--- src/rtl/spr_pkg.sv ---
package spr_pkg;

    localparam logic [7:0] CH_SOH = 8'h01;
    localparam logic [7:0] CH_STX = 8'h02;
    localparam logic [7:0] CH_ETX = 8'h03;
    localparam logic [7:0] CH_EOT = 8'h04;
    localparam logic [7:0] CH_ENQ = 8'h05;

    localparam int HEADER_LEN = 7;
    localparam logic [8:0] HEADER_LAST = 9'(HEADER_LEN - 1);

    // Header byte positions
    localparam logic [8:0] POS_DEST   = 9'd2;
    localparam logic [8:0] POS_SOURCE = 9'd3;
    localparam logic [8:0] POS_FUNC   = 9'd4;
    localparam logic [8:0] POS_SIZE   = 9'd5;

    localparam logic [2:0] ERR_BAD_SOH    = 3'd0;
    localparam logic [2:0] ERR_HDR_SUM    = 3'd1;
    localparam logic [2:0] ERR_NOT_ADDR   = 3'd2;
    localparam logic [2:0] ERR_BAD_STX    = 3'd3;
    localparam logic [2:0] ERR_BAD_ETX    = 3'd4;
    localparam logic [2:0] ERR_DATA_SUM   = 3'd5;
    localparam logic [2:0] ERR_BAD_EOT    = 3'd6;

    typedef enum logic [2:0] {
        PH_IDLE    = 3'd0,
        PH_HEADER  = 3'd1,
        PH_DATA    = 3'd2,
        PH_CHECK   = 3'd3,
        PH_TRAILER = 3'd4
    } phase_t;

    typedef struct packed {
        logic       valid;
        logic [7:0] rx_byte;
    } in_item_t;

    typedef struct packed {
        logic       send_ack;
        logic       data_valid;
        logic [7:0] data_byte;
        logic [7:0] data_index;
        logic       packet_done;
        logic       packet_error;
        logic [2:0] error_code;
        logic [7:0] source_id;
        logic [7:0] function_code;
        logic [8:0] payload_length;
    } result_t;

endpackage

--- src/rtl/serial_packet_receiver.sv ---
// Path: input register, per-byte state update, result register; a held result keeps
// the next byte waiting in the input register.
// Throughput: one byte per cycle unless the result side stalls.
// Each accepted byte produces exactly one result item.
// Reset (aresetn low, synchronous): phase idle, counters, sums, header fields and
// station_id cleared to zero, both stages empty; no clearing pass.
module serial_packet_receiver
    import spr_pkg::*;
(
    input  logic       aclk,
    input  logic       aresetn,
    input  logic       s_valid,
    output logic       s_ready,
    input  logic [7:0] s_rx_byte,
    input  logic       cfg_valid,
    output logic       cfg_ready,
    input  logic [7:0] cfg_data,
    output logic       m_valid,
    input  logic       m_ready,
    output logic       m_send_ack,
    output logic       m_data_valid,
    output logic [7:0] m_data_byte,
    output logic [7:0] m_data_index,
    output logic       m_packet_done,
    output logic       m_packet_error,
    output logic [2:0] m_error_code,
    output logic [7:0] m_source_id,
    output logic [7:0] m_function_code,
    output logic [8:0] m_payload_length
);

    in_item_t item;
    logic     advance;
    result_t  result;

    assign cfg_ready = 1'b1;

    spr_in_stage u_in (
        .aclk      (aclk),
        .aresetn   (aresetn),
        .s_valid   (s_valid),
        .s_ready   (s_ready),
        .s_rx_byte (s_rx_byte),
        .advance   (advance),
        .item      (item)
    );

    spr_framer u_framer (
        .aclk      (aclk),
        .aresetn   (aresetn),
        .item      (item),
        .advance   (advance),
        .cfg_valid (cfg_valid),
        .cfg_data  (cfg_data),
        .m_valid   (m_valid),
        .m_ready   (m_ready),
        .result    (result)
    );

    assign m_send_ack       = result.send_ack;
    assign m_data_valid     = result.data_valid;
    assign m_data_byte      = result.data_byte;
    assign m_data_index     = result.data_index;
    assign m_packet_done    = result.packet_done;
    assign m_packet_error   = result.packet_error;
    assign m_error_code     = result.error_code;
    assign m_source_id      = result.source_id;
    assign m_function_code  = result.function_code;
    assign m_payload_length = result.payload_length;

endmodule

--- src/rtl/spr_in_stage.sv ---
module spr_in_stage
    import spr_pkg::*;
(
    input  logic       aclk,
    input  logic       aresetn,
    input  logic       s_valid,
    output logic       s_ready,
    input  logic [7:0] s_rx_byte,
    input  logic       advance,
    output in_item_t   item
);

    logic       valid_reg;
    logic       valid_next;
    logic [7:0] byte_reg;
    logic [7:0] byte_next;

    // Free slot, or the held item leaves this cycle
    assign s_ready = !valid_reg || advance;

    always_comb begin
        valid_next = valid_reg;
        byte_next  = byte_reg;
        if (s_valid && s_ready) begin
            valid_next = 1'b1;
            byte_next  = s_rx_byte;
        end else if (advance) begin
            valid_next = 1'b0;
        end
    end

    always_ff @(posedge aclk) begin
        if (!aresetn) begin
            valid_reg <= 1'b0;
        end else begin
            valid_reg <= valid_next;
        end
        byte_reg <= byte_next;
    end

    assign item.valid   = valid_reg;
    assign item.rx_byte = byte_reg;

endmodule

--- src/rtl/spr_framer.sv ---
module spr_framer
    import spr_pkg::*;
(
    input  logic       aclk,
    input  logic       aresetn,
    input  in_item_t   item,
    output logic       advance,
    input  logic       cfg_valid,
    input  logic [7:0] cfg_data,
    output logic       m_valid,
    input  logic       m_ready,
    output result_t    result
);

    phase_t     phase_reg, phase_next;
    logic [8:0] count_reg, count_next;
    logic [7:0] sum_reg, sum_next;
    logic [7:0] start_reg, start_next;
    logic [7:0] dest_reg, dest_next;
    logic [7:0] source_reg, source_next;
    logic [7:0] func_reg, func_next;
    logic [7:0] size_reg, size_next;
    logic [7:0] station_reg;

    logic       out_valid_reg;
    result_t    out_reg, out_next;

    logic [7:0] b;
    logic       first;
    logic [7:0] start_eff;
    logic [7:0] sum_eff;
    logic       hdr_last;
    logic       data_last;
    logic       chk_last;
    logic       hdr_fail;
    logic [2:0] hdr_code;
    logic       chk_fail;
    logic [2:0] chk_code;

    // Move the input item into the result register when that slot frees up
    assign advance = item.valid && (!out_valid_reg || m_ready);

    assign b         = item.rx_byte;
    assign first     = (count_reg == 9'd0);
    assign start_eff = first ? b : start_reg;
    // Header and data sections restart the sum; the check section continues it
    assign sum_eff   = ((first && (phase_reg == PH_HEADER || phase_reg == PH_DATA))
                        ? 8'd0 : sum_reg) + b;
    assign hdr_last  = (count_reg >= HEADER_LAST);
    assign data_last = (count_reg >= ({1'b0, size_reg} + 9'd1));
    assign chk_last  = (count_reg >= 9'd1);

    always_comb begin
        hdr_fail = 1'b1;
        hdr_code = ERR_BAD_SOH;
        priority if (start_eff != CH_SOH) begin
            hdr_code = ERR_BAD_SOH;
        end else if (sum_eff != 8'd0) begin
            hdr_code = ERR_HDR_SUM;
        end else if (dest_reg != station_reg) begin
            hdr_code = ERR_NOT_ADDR;
        end else begin
            hdr_fail = 1'b0;
        end
    end

    always_comb begin
        chk_fail = 1'b1;
        chk_code = ERR_BAD_ETX;
        priority if (start_eff != CH_ETX) begin
            chk_code = ERR_BAD_ETX;
        end else if (sum_eff != 8'd0) begin
            chk_code = ERR_DATA_SUM;
        end else begin
            chk_fail = 1'b0;
        end
    end

    // Next state
    always_comb begin
        phase_next  = phase_reg;
        count_next  = count_reg;
        sum_next    = sum_reg;
        start_next  = start_reg;
        dest_next   = dest_reg;
        source_next = source_reg;
        func_next   = func_reg;
        size_next   = size_reg;
        unique case (phase_reg)
            PH_HEADER: begin
                start_next = start_eff;
                sum_next   = sum_eff;
                count_next = count_reg + 9'd1;
                if (count_reg == POS_DEST) begin
                    dest_next = b;
                end
                if (count_reg == POS_SOURCE) begin
                    source_next = b;
                end
                if (count_reg == POS_FUNC) begin
                    func_next = b;
                end
                if (count_reg == POS_SIZE) begin
                    size_next = b;
                end
                if (hdr_last) begin
                    phase_next = hdr_fail ? PH_IDLE : PH_DATA;
                    count_next = 9'd0;
                end
            end
            PH_DATA: begin
                start_next = start_eff;
                sum_next   = sum_eff;
                count_next = count_reg + 9'd1;
                if (data_last) begin
                    phase_next = (start_eff != CH_STX) ? PH_IDLE : PH_CHECK;
                    count_next = 9'd0;
                end
            end
            PH_CHECK: begin
                start_next = start_eff;
                sum_next   = sum_eff;
                count_next = count_reg + 9'd1;
                if (chk_last) begin
                    phase_next = chk_fail ? PH_IDLE : PH_TRAILER;
                    count_next = 9'd0;
                end
            end
            PH_TRAILER: begin
                phase_next = PH_IDLE;
                count_next = 9'd0;
            end
            default: begin
                // Idle and unused codes: wait for an enquiry
                if (b == CH_ENQ) begin
                    phase_next = PH_HEADER;
                    count_next = 9'd0;
                end else begin
                    phase_next = PH_IDLE;
                end
            end
        endcase
    end

    // Result fields
    always_comb begin
        out_next = '0;
        unique case (phase_reg)
            PH_HEADER: begin
                if (hdr_last) begin
                    out_next.send_ack     = !hdr_fail;
                    out_next.packet_error = hdr_fail;
                    out_next.error_code   = hdr_fail ? hdr_code : 3'd0;
                end
            end
            PH_DATA: begin
                if (!first) begin
                    out_next.data_valid = 1'b1;
                    out_next.data_byte  = b;
                    out_next.data_index = count_reg[7:0] - 8'd1;
                end
                if (data_last && (start_eff != CH_STX)) begin
                    out_next.packet_error = 1'b1;
                    out_next.error_code   = ERR_BAD_STX;
                end
            end
            PH_CHECK: begin
                if (chk_last && chk_fail) begin
                    out_next.packet_error = 1'b1;
                    out_next.error_code   = chk_code;
                end
            end
            PH_TRAILER: begin
                if (b != CH_EOT) begin
                    out_next.packet_error = 1'b1;
                    out_next.error_code   = ERR_BAD_EOT;
                end else begin
                    out_next.send_ack       = 1'b1;
                    out_next.packet_done    = 1'b1;
                    out_next.source_id      = source_reg;
                    out_next.function_code  = func_reg;
                    out_next.payload_length = {1'b0, size_reg} + 9'd1;
                end
            end
            default: begin
                out_next.send_ack = (b == CH_ENQ);
            end
        endcase
    end

    always_ff @(posedge aclk) begin
        if (!aresetn) begin
            phase_reg     <= PH_IDLE;
            count_reg     <= 9'd0;
            sum_reg       <= 8'd0;
            start_reg     <= 8'd0;
            dest_reg      <= 8'd0;
            source_reg    <= 8'd0;
            func_reg      <= 8'd0;
            size_reg      <= 8'd0;
            station_reg   <= 8'd0;
            out_valid_reg <= 1'b0;
        end else begin
            if (cfg_valid) begin
                station_reg <= cfg_data;
            end
            if (advance) begin
                phase_reg  <= phase_next;
                count_reg  <= count_next;
                sum_reg    <= sum_next;
                start_reg  <= start_next;
                dest_reg   <= dest_next;
                source_reg <= source_next;
                func_reg   <= func_next;
                size_reg   <= size_next;
            end
            // Hold a result until taken; refill in the same cycle it leaves
            if (advance) begin
                out_valid_reg <= 1'b1;
            end else if (m_ready) begin
                out_valid_reg <= 1'b0;
            end
        end
        if (advance) begin
            out_reg <= out_next;
        end
    end

    assign m_valid = out_valid_reg;
    assign result  = out_reg;

endmodule

--- config.mk ---
export PLATFORM = sky130hd
export DESIGN_NAME = serial_packet_receiver
export DESIGN_NICKNAME = d
export VERILOG_FILES = /design/src/rtl/spr_pkg.sv /design/src/rtl/serial_packet_receiver.sv /design/src/rtl/spr_in_stage.sv /design/src/rtl/spr_framer.sv
export SDC_FILE = /design/constraint.sdc
export NUM_CORES = 1
export LEC_CHECK = 0
export BUFFER_PORTS_ARGS = -buffer_cell sky130_fd_sc_hd__buf_2
export CORE_UTILIZATION = 63
export CTS_BUF_LIST = sky130_fd_sc_hd__clkbuf_16
export DETAILED_ROUTE_END_ITERATION = 10
export PLACE_DENSITY_LB_ADDON = 0.12
export SYNTH_ARGS = -nofsm -noshare
export SYNTH_HDL_FRONTEND = slang
export SYNTH_SLANG_ARGS = --single-unit
--- constraint.sdc ---
create_clock -name aclk -period 9.4 [get_ports aclk]
set_input_delay 0 -clock aclk [delete_from_list [all_inputs] [get_ports aclk]]
set_output_delay 0 -clock aclk [all_outputs]
set_load 0.02 [all_outputs]
==> results.yml <==
drt:
  vias: 4906
  drt-initial-drc-count: 365
  wire_per_inst_um: 17.2
  wirelength_um: 14100
  route.detailed.drc: 0
  first_pass_iters: 5
  viasPerCell: 5.96
  ant_nets: 0
floorplanning:
  start_util_pct: 65.5
  row_count: 35
  die_area_um2: 10000
  io_pins: 72
  die_w_um: 100
  core-area_um2: 9280
  die_y_um: 100
timing:
  fmax_mhz: 196
  finalHoldViolCount: 0
  tightestPinTransition_ns: 1.06
  drv_slew: 0
  fin_tns_setup_ns: 0
  period_share_pct: 54.4
  fin_crit_ns: 5.11
  rsz0062_at_grt: "false"
  setup_ws_ns: 4.29
  skew_ns: 0.00930
  setup_violations: 0
  slew_headroom_pct: 29.1
layout:
  layout_common_cells: "84 x nor2_1, 70 x buf_2, 70 x dfxtp_1"
  nNetsFinal: 725
  final_common_cell: "nor2_1"
  largest_register_ffs: 48
  fillCellCount: 621
  n_antenna_cell: 0
  drive_above_1_share_pct: 16.9
  area_growth_pct: 19.7
yosys:
  ys_seq_area_share_pct: 50.7
  ys.flop_type: "dfxtp_1"
  netlist.area_leader.share_pct: 27.7
  syn_avg_cell_area_um2: 10.0
  synth_nets: 649
  synth-async-reset-ratio_pct: 0
  synth_area_leaders: "edfxtp_1 28%, dfxtp_1 23%, mux2i_1 6.4%"
  ys_types: 64
  yosysWarnings: 0
  synth_edf_count: 56
  netlist.top_cell.by_area: "edfxtp_1"
  synth_cells: 605
  synth_area_um2: 6080
  ys_seq_elements: 126
critical_path:
  path_cells: "or4_4, nand4bb_1, or3_1, and2_1, ha_1, fa_1, a211oi_1, o21bai_1, a21oi_1, xor2_1, o211a_1, a211o_1, nand4_1"
  cp-startpoint: "u_framer.count_reg[4]"
  start_kind: "flip-flop"
  cp-end-kind: "flip-flop"
  max_stage_delay_ns: 0.71
  worstPathMaxFanout: 16
  r2r_start: "u_framer.count_reg[4]"
  cp.arrival_ns: 5.25
  cp_top_family: "simple AND/OR/NAND/NOR gates"
  path_buf_inv: 0
  path_class: "flip-flop to flip-flop"
  crit_slowest_cell: "nand4bb_1"
  cp.required_ns: 9.54
global_routing:
  track_usage_pct: 30.0
  grt_pass1_wl_um: 23100
  grt_remaining_overflow: 0
  gr-usage-met2_pct: 50.0
  met3_usage_pct: 7.87
  grt-busiest-layer: "met2"
  antenna_found_initial: 0
  grt_max_degree: 62
  grt_pass1_vias: 4766
  use_met1_pct: 36.4
cts:
  cts_tree: "done"
  clockBufferDepth: 2
  clk_pin_slew_ns: 0.06
  htree_levels: 4
  postCtsSetupBuffers: 0
  cts-root-buf: "clkbuf_16"
  numClockSinks: 126
  insertion_delay_ns: 0.41
  numCtsBuffers: 17
run:
  drv_cap: 0
outcome:
  status: "finished clean"
power:
  peakVddDrop_mv: 0.126
  p_leak_nw: 2.90
  p_per_area_nw_per_um2: 189
placement:
  numPortBuffers: 70
  hpwl_um: 8970
  place_ws_ns: 4.48
  place.gp.congestion: 0.961
worst_hold_path:
  hp-start: "cfg_valid"
  hp-class: "input pin to flip-flop"
report_power, final:
| part | total (mW) | switching [mW] | internal (mW) |
|---|---|---|---|
| Sequential | 0.605 | 0.0161 | 0.588 |
| Combinational | 0.0900 | 0.0560 | 0.0340 |
| Clock | 0.683 | 0.240 | 0.442 |
per-layer routing:
| layer | part of all wire [%] | vias up |
|---|---|---|
| li1 | - | 2287 |
| met1 | 41 | 2332 |
| met2 | 50 | 239 |
| met3 | 6.6 | 48 |
| met4 | 3.1 | 0 |
| met5 | 0 | - |
per-stage QoR:
stage	hold WS, ns	cells	instance area, µm²	power [mW]	util (%)
6_report	0.0108	823	7270	1.38	78.4
5_1_grt	0.0431	823	7270	1.41	78.4
2_1_floorplan	0.0989	605	6080	0.669	-
3_5_place_dp	0.178	771	6450	0.697	69.5
3_3_place_gp	0.176	771	6450	0.694	69.5
4_1_cts	0.00775	823	7270	1.38	78.4
synth_stat cells, drive strengths merged, types with 6 or more instances:
cell type / n
nor4: 8
nand2b: 6
clkbuf: 25
a21oi: 36
nand3: 29
xnor2: 7
nor2: 84
nor2b: 6
xor2: 18
nor3: 7
o21ai: 12
mux2i: 39
and3: 11
nand2: 49
and2: 29
dfxtp: 70
edfxtp: 56
inv: 10
ha: 22
buf: 12
cell families (layout without fill, tap and decap cells):
kind of cell,after synthesis,count (layout),share of synthesized area [%]
AO/OA/AOI/OAI,81,81,8.75
XOR/XNOR,25,25,3.60
adder cells (fa/ha/maj),23,23,4.86
buffers and inverters,49,138,3.66
flip-flops,126,126,50.7
multiplexers,40,40,6.61
other,1,1,0.0617
AND/OR/NAND/NOR,260,260,21.7
path summary, 6_finish.rpt:
check / slack (ns) / endpoint / cells after the start
setup reg to reg: 4.29 / u_framer.result[28] / 13
hold / removal: 0.01 / u_framer.station_reg[0] / 3
setup / recovery: 4.29 / u_framer.result[28] / 13
hold reg to reg: 0.45 / u_framer.func_reg[3] / 2
timing repair:
| item | in CTS | in global routing |
|---|---|---|
| hold endpoints to repair | 19 | 0 |
| gates resized for setup | 0 | 0 |
| hold buffers | 20 | 0 |
worst min-delay path, stage by stage:
cell     delay, ns
buf_2         0.18
mux2i_1       0.14
nor2_1        0.07
layout make-up:
cell class / instances / area (µm²) / area share [%]
clock buffer: 17 / 425 / 5.85
multi-input combinational: 430 / 2780 / 38.2
sequential: 126 / 3080 / 42.4
timing repair buffer: 94 / 581 / 7.98
inverter: 12 / 50.0 / 0.688
tap: 129 / 161 / 2.22
clock inverter: 15 / 195 / 2.68
(Power assumes the default switching activity.)
